===== src/hw/rtl/ghp_pkg.sv =====
// Shared constants and types for the generational handle pool.
// No dependencies; compiled first.
`timescale 1ns / 1ps

package ghp_pkg;

  // Default configuration
  localparam int unsigned NUM_SLOTS_DEF    = 256;
  localparam int unsigned PAYLOAD_BITS_DEF = 32;

  // Fixed field widths
  localparam int unsigned HANDLE_W = 32;
  localparam int unsigned GEN_W    = 16;
  localparam int unsigned IDXF_W   = 16;
  localparam int unsigned COUNT_W  = 16;
  localparam int unsigned DATA_W   = 32;

  localparam logic [COUNT_W-1:0] COUNT_MAX = 16'hFFFF;

  // Operation codes
  localparam logic [1:0] FUNC_ALLOC   = 2'd0;
  localparam logic [1:0] FUNC_LOOKUP  = 2'd1;
  localparam logic [1:0] FUNC_RETAIN  = 2'd2;
  localparam logic [1:0] FUNC_RELEASE = 2'd3;

  // Result status codes
  localparam logic [1:0] ST_OK        = 2'd0;
  localparam logic [1:0] ST_FULL      = 2'd1;
  localparam logic [1:0] ST_INVALID   = 2'd2;
  localparam logic [1:0] ST_SATURATED = 2'd3;

  // How an operation gets its slot: read from memory, fresh slot, pool full,
  // or index beyond the high-water mark
  localparam logic [1:0] KIND_READ  = 2'd0;
  localparam logic [1:0] KIND_FRESH = 2'd1;
  localparam logic [1:0] KIND_FULL  = 2'd2;
  localparam logic [1:0] KIND_BAD   = 2'd3;

  typedef struct packed {
    logic [1:0]          status;
    logic [HANDLE_W-1:0] handle_out;
    logic [DATA_W-1:0]   payload_out;
    logic [COUNT_W-1:0]  count_out;
    logic                freed;
  } result_t;

  // Write-back commands from the execute unit
  typedef struct packed {
    logic slot_we;
    logic push;
  } wb_t;

endpackage


===== src/hw/rtl/ghp_exec.sv =====
// Execute unit: turns one slot entry read plus the request into the result
// and the modified entry. Depends on ghp_pkg.
`timescale 1ns / 1ps

module ghp_exec #(
  parameter int unsigned IDX_W        = 8,
  parameter int unsigned PAYLOAD_BITS = ghp_pkg::PAYLOAD_BITS_DEF
) (
  input  logic [1:0]                    func,
  input  logic [1:0]                    kind,
  input  logic [ghp_pkg::HANDLE_W-1:0]  handle,
  input  logic [ghp_pkg::DATA_W-1:0]    pay_in,
  input  logic [IDX_W-1:0]              idx,
  input  logic [ghp_pkg::GEN_W-1:0]     rd_gen,
  input  logic [ghp_pkg::COUNT_W-1:0]   rd_cnt,
  input  logic                          rd_free,
  input  logic [PAYLOAD_BITS-1:0]       rd_pay,
  output ghp_pkg::result_t              res,
  output ghp_pkg::wb_t                  wb,
  output logic [ghp_pkg::GEN_W-1:0]     wr_gen,
  output logic [ghp_pkg::COUNT_W-1:0]   wr_cnt,
  output logic                          wr_free,
  output logic [PAYLOAD_BITS-1:0]       wr_pay
);
  import ghp_pkg::*;

  logic [PAYLOAD_BITS-1:0] pay_w;
  logic [DATA_W-1:0]       pay_rd;
  logic                    live;
  logic [GEN_W-1:0]        gen_inc;
  logic [GEN_W-1:0]        gen_new;
  logic [GEN_W-1:0]        gen_use;
  logic [COUNT_W-1:0]      cnt_dec;

  // Stored payload keeps the low PAYLOAD_BITS bits of the request word
  genvar b;
  for (b = 0; b < PAYLOAD_BITS; b++) begin : g_wpay
    if (b < DATA_W) begin : g_bit
      assign pay_w[b] = pay_in[b];
    end else begin : g_zero
      assign pay_w[b] = 1'b0;
    end
  end
  for (b = 0; b < DATA_W; b++) begin : g_rpay
    if (b < PAYLOAD_BITS) begin : g_bit
      assign pay_rd[b] = rd_pay[b];
    end else begin : g_zero
      assign pay_rd[b] = 1'b0;
    end
  end

  // Generation bump wraps past zero to one; stored generations are never zero
  assign gen_inc = rd_gen + 1'b1;
  assign gen_new = (gen_inc == '0) ? GEN_W'(1) : gen_inc;
  assign gen_use = (kind == KIND_READ) ? gen_new : GEN_W'(1);
  assign cnt_dec = (rd_cnt != '0) ? rd_cnt - 1'b1 : '0;
  assign live    = !rd_free && (rd_gen == handle[HANDLE_W-1 -: GEN_W]);

  always_comb begin
    res     = '0;
    wb      = '0;
    wr_gen  = rd_gen;
    wr_cnt  = rd_cnt;
    wr_free = rd_free;
    wr_pay  = rd_pay;
    if (func == FUNC_ALLOC) begin
      if (kind == KIND_FULL) begin
        res.status = ST_FULL;
      end else begin
        wb.slot_we     = 1'b1;
        wr_gen         = gen_use;
        wr_cnt         = COUNT_W'(1);
        wr_free        = 1'b0;
        wr_pay         = pay_w;
        res.status     = ST_OK;
        res.handle_out = {gen_use, IDXF_W'(idx)};
        res.count_out  = COUNT_W'(1);
      end
    end else if (kind != KIND_READ || !live) begin
      res.status = ST_INVALID;
    end else begin
      unique case (func)
        FUNC_LOOKUP: begin
          res.status      = ST_OK;
          res.payload_out = pay_rd;
          res.count_out   = rd_cnt;
        end
        FUNC_RETAIN: begin
          if (rd_cnt == COUNT_MAX) begin
            res.status    = ST_SATURATED;
            res.count_out = COUNT_MAX;
          end else begin
            wb.slot_we    = 1'b1;
            wr_cnt        = rd_cnt + 1'b1;
            res.status    = ST_OK;
            res.count_out = rd_cnt + 1'b1;
          end
        end
        FUNC_RELEASE: begin
          wb.slot_we = 1'b1;
          wr_cnt     = cnt_dec;
          res.status = ST_OK;
          if (cnt_dec == '0) begin
            wr_free   = 1'b1;
            wb.push   = 1'b1;
            res.freed = 1'b1;
          end else begin
            res.count_out = cnt_dec;
          end
        end
        default: ;
      endcase
    end
  end

endmodule


===== config.mk =====
export PLATFORM = sky130hd
export DESIGN_NAME = ghp_exec
export DESIGN_NICKNAME = d
export VERILOG_FILES = /design/src/hw/rtl/ghp_pkg.sv /design/src/hw/rtl/ghp_exec.sv
export SDC_FILE = /design/constraint.sdc
export NUM_CORES = 1
export LEC_CHECK = 0
export BUFFER_PORTS_ARGS = -buffer_cell sky130_fd_sc_hd__buf_2
export CAP_MARGIN = 20
export CORE_AREA = 2 2 114 116
export DETAILED_ROUTE_END_ITERATION = 10
export DIE_AREA = 0 0 116 118
export GPL_TIMING_DRIVEN = 1
export PLACE_DENSITY = 0.66
export SLEW_MARGIN = 20
export SYNTH_ARGS = -nofsm -noshare
export SYNTH_HDL_FRONTEND = slang
export SYNTH_SLANG_ARGS = --single-unit

===== constraint.sdc =====
create_clock -name vclk -period 4.8
set_input_delay 0.48 -clock vclk [all_inputs]
set_output_delay 0.48 -clock vclk [all_outputs]
set_load 0.005 [all_outputs]

# After elaboration in Yosys (flattened, before gate mapping)
# Index checks and enable logic that the tools add are counted.
[classes]
mux = 41
n_eq_ne = 6
shifts = 0
n_mul = 0
n_addsub = 3
n_lt_le_gt_ge = 0
bitwise = 0
div = 0
n_reduce_logical = 10
[ops]
columns = ["op", "count"]
rows = [
  ["16-bit two-way mux", 12],
  ["32-bit two-way mux", 6],
  ["49-bit two-way mux", 1],
  ["16-bit case mux with 3 select lines", 1],
  ["16-bit by 1-bit adder with 16-bit output (second input constant)", 2],
  ["16-bit zero test", 2],
  ["16-bit case mux with 2 select lines", 1],
  ["16-bit equality test", 1],
  ["16-bit equality test (second input constant)", 1],
  ["16-bit nonzero test", 1],
  ["16-bit by 1-bit subtractor with 16-bit output (second input constant)", 1],
  ["1-bit two-way mux", 14],
  ["2-bit two-way mux", 5],
  ["2-bit equality test (second input constant)", 3],
  ["2-bit zero test", 2],
  ["2-bit by 1-bit equality test with 1-bit output (second input constant)", 1],
  ["1-bit zero test", 2],
  ["1-bit case mux with 2 select lines", 1],
  ["2-bit nonzero test", 1],
  ["1-bit logical AND", 1],
  ["1-bit logical OR", 1],
]
[totals]
rom_bits = 0
n_memories = 0
regBits = 0
ramBits = 0
wordCells = 60
latch_bits = 0

# Logic depth before layout (Yosys ltp)
[depth]
depth_word = 7
ltp_mapped = 10

# Worst setup path after synthesis
# OpenSTA, ideal clock, no wires.
[synth_timing]
path_type = "input to output"
from = "in rd_cnt[0] in the netlist's numbering"
to = "out wr_free"
required_time_ns = 4.320
arrival_time_ns = 2.532
path_buffers = 2
path_slack_ns = 1.788
path_stages = 9
cell_sequence = "clkbuf_1 > inv_1 > ha_1 > and2_1 > buf_6 > nand2_1 > mux2_4 > or4_1 > o31ai_1"
[synth_via]
elab_chain_len = 7
[synth_rtl]
columns = ["element", "line_no", "source"]
rows = [
  ["start, declared", "ghp_exec.sv:15", "input logic [ghp_pkg::COUNT_W-1:0] rd_cnt,"],
  ["16-bit by 1-bit subtractor with 16-bit output or 16-bit nonzero test (tied branches)", "ghp_exec.sv:56", "assign cnt_dec = (rd_cnt != '0) ? rd_cnt - 1'b1 : '0;"],
  ["16-bit two-way mux (*)", "ghp_exec.sv:56", ""],
  ["16-bit zero test (*)", "ghp_exec.sv:103", "if (cnt_dec == '0) begin"],
  ["1-bit two-way mux (*)", "ghp_exec.sv:103", ""],
  ["1-bit two-way mux (*)", "ghp_exec.sv:82", "unique case (func)"],
  ["1-bit two-way mux (*)", "ghp_exec.sv:79", "end else if (kind != KIND_READ || !live) begin"],
  ["1-bit two-way mux (*)", "ghp_exec.sv:66", "if (func == FUNC_ALLOC) begin"],
  ["end, declared", "ghp_exec.sv:22", "output logic wr_free,"],
]
# Every way passes the cells marked *; elsewhere a longest branch is shown, timed or not.

# Final worst setup path
[layout_timing]
from = "in rd_gen[0] in the netlist's numbering"
to = "out wr_gen[14] in the netlist's numbering"
[layout_via]
elab_chain_len = 6
[layout_rtl]
columns = ["element", "line_no", "source"]
rows = [
  ["start, declared", "ghp_exec.sv:14", "input logic [ghp_pkg::GEN_W-1:0] rd_gen,"],
  ["16-bit by 1-bit adder with 16-bit output (*)", "ghp_exec.sv:53", "assign gen_inc = rd_gen + 1'b1;"],
  ["16-bit zero test", "ghp_exec.sv:54", "assign gen_new = (gen_inc == '0) ? GEN_W'(1) : gen_inc;"],
  ["16-bit two-way mux (*)", "ghp_exec.sv:54", ""],
  ["16-bit two-way mux (*)", "ghp_exec.sv:55", "assign gen_use = (kind == KIND_READ) ? gen_new : GEN_W'(1);"],
  ["16-bit two-way mux (*)", "ghp_exec.sv:67", "if (kind == KIND_FULL) begin"],
  ["16-bit two-way mux (*)", "ghp_exec.sv:66", ""],
  ["end, declared", "ghp_exec.sv:20", "output logic [ghp_pkg::GEN_W-1:0] wr_gen,"],
]
# Marks and branches as above.

==> qor.yml <==
run_status:
  status: "complete, no violations"
detailed_routing:
  drtIter0Drc: 336
  vias_per_cell: 5.19
  drt-total-wl_mm: 15.3
  first_pass_iters: 5
  wire_per_inst_microns: 15.6
  drc: 0
  ant_nets: 0
  via_count: 5079
finish:
  fin_nets: 953
  ff_latch_area_sq_um: 0
  fill_cells: 1424
  seq_cells: 0
  num-clock-buffers: 0
  design_area_sq_um: 4630
  area_growth_syn_to_layout_pct: 41.0
  fin_util_pct: 37.3
  post_route_cells_drive_above_1_share_pct: 36.5
die:
  start_util_pct: 26.4
  die_area_sq_um: 13700
  dieHeight_microns: 118
  core_area_sq_um: 12400
  io-pin-count: 291
  die_w_microns: 116
  row_count: 41
grt:
  grt_max_degree: 39
  grt_overflow: 0
  antenna_found_initial: 1
  grt_pass1_wl_mm: 23.7
  grt_usage_pct: 21.0
  grt_pass1_vias: 4595
yosys:
  synth-adder-area-share_pct: 1.91
  yosys-top-cells-area: "nand2_1 (15%), and3_1 (7.6%), xnor2_1 (7.5%), o21ai_0 (6.1%), clkbuf_1 (6.1%)"
  synth_area_leader_cell: "nand2_1"
  yosys.area.top_type_share_pct: 15.3
  synth-seq-area-share_pct: 0
  ys_types: 61
  synth_xor_area_share_pct: 9.87
  synth_compound_area_share_pct: 23.1
  postSynthAreaPerCell_sq_um: 5.56
  synth_top_family_by_area: "simple AND/OR/NAND/NOR gates"
  syn_inst: 591
  yosys-mux-area-fraction_pct: 4.34
  synth-simple-area-share_pct: 49.5
  yosys_warnings: 0
  synth.cell_area_sq_um: 3280
timing:
  slew_headroom_pct: 28.7
  finalSetupViolations: 0
  fmaxAchievable_mhz: 278
  maxSlewViolCount: 0
  hold_violations: 0
  min_period_over_period_pct: 74.8
  holdWs_ns: 1.21
  setup-tns-final_ns: 0
  rsz0062_at_grt: "false"
  period_minus_slack_ns: 3.59
  tightest_slew_ns: 1.07
power:
  p_int_uw: 138
  powerDensity_nw_per_um2: 70.0
  power_frac_clock_pct: 0
  p_sw_share_pct: 57.4
  max-vdd-ir-drop_mv: 0.0378
  p_leak_uw: 0.00256
  seqPwrFrac_pct: 0
  p_switching_uw: 186
  p_comb_share_pct: 100.0
setup_path:
  path_max_fanout: 9
  worstSetupPathType: "input port to output port"
  required_ns: 4.32
  crit_path_end_kind: "output port"
  start_kind: "input port"
  crit_arrival_ns: 3.11
hold_path:
  min_path_type: "input port to output port"
placement:
  gp_congestion: 0.963
  dpl_cell_area_sq_um: 4630
  port_buffers: 267
  dp.final_hpwl_mm: 12.2
clock_network:
  cts_repair_resize_count: 0
  postCtsSetupBuffers: 0
  postCtsHoldBufs: 0
job:
  drv_cap: 0
-- layout by cell type (no fill, tap or decap), types with 9 or more instances in the layout --
master,count
nor2_1,41
nor4_1,10
and3_1,40
xnor2_1,28
nand4_1,13
nand2_1,134
mux2i_1,9
a21oi_1,23
buf_2,267
inv_1,13
o21ai_0,40
buf_4,9
xor2_1,9
nor3_1,16
nand3_1,34
and2_1,12
-- critical path, cell delays in order --
cell and delay, ns:
buf_2 0.20, ha_1 0.26, nand3_1 0.23, o21a_1 0.26
a2111oi_0 0.42, nand4b_1 0.19, o21ai_0 0.51, buf_4 0.26
o21ai_0 0.14, buf_2 0.16
-- cells by family (layout without fill, tap and decap cells) --
group / Yosys count / in the layout
other: 1 / 9
AND/OR/NAND/NOR: 332 / 332
XOR/XNOR: 37 / 37
adder cells (fa/ha/maj): 5 / 5
buffers and inverters: 83 / 290
AO/OA/AOI/OAI: 120 / 120
multiplexers: 13 / 13
-- layout make-up --
cell class,instances,area [sq um],share of cell area (%)
multi-input combinational,515,2960,63.8
timing repair buffer,276,1400,30.3
tap,172,215,4.65
inverter,14,52.6,1.14
antenna,1,2.50,0.0541
-- cell usage after synthesis, types with 4 or more instances --
library cell	count
nand2_1	134
clkbuf_1	53
nor2_1	42
and3_1	40
o21ai_0	40
nand3_1	34
xnor2_1	28
a21oi_1	23
nor3_1	16
inv_1	13
nand4_1	13
and2_1	12
buf_4	10
nor4_1	10
mux2i_1	9
xor2_1	9
a21o_1	8
a31oi_1	5
ha_1	5
o21a_1	5
o22ai_1	5
or3_1	5
nor3b_1	4
o31ai_1	4
or2_2	4
-- path summary, 6_finish.rpt --
check	startpoint	endpoint	slack (ns)	cells past startpoint
worst max-delay path	rd_gen[0]	wr_gen[14]	1.21	10
worst min-delay path	pay_in[17]	wr_pay[17]	1.21	4
-- power by group through the flow --
stage / logic, uW / clock network, uW / registers (uW)
after global routing: 359 / 0 / 0
after detailed placement: 321 / 0 / 0
after floorplan: 183 / 0 / 0
final: 324 / 0.0000278 / 0
after CTS: 323 / 0 / 0
after global placement: 320 / 0 / 0
-- layer usage --
metal  global-route usage, %  part of all wire (%)  wire (microns)  up-vias
li1                        -                     -               -     2492
met1                    28.0                    42            6370     2308
met2                    36.0                    48            7380      250
met3                    2.52                   7.8            1190       29
met4                    4.09                   2.1             316        0
met5                       0                     0               0        -
-- stage by stage --
stage / setup WS [ns] / std cells / total power (uW)
3_5_place_dp: 1.23 / 977 / 321
2_1_floorplan: 1.79 / 598 / 183
6_report: 1.21 / 978 / 324
3_3_place_gp: 1.33 / 977 / 320
5_1_grt: 0.984 / 977 / 359
4_1_cts: 1.24 / 977 / 323
Note: power is estimated with default switching activity, not from simulation.
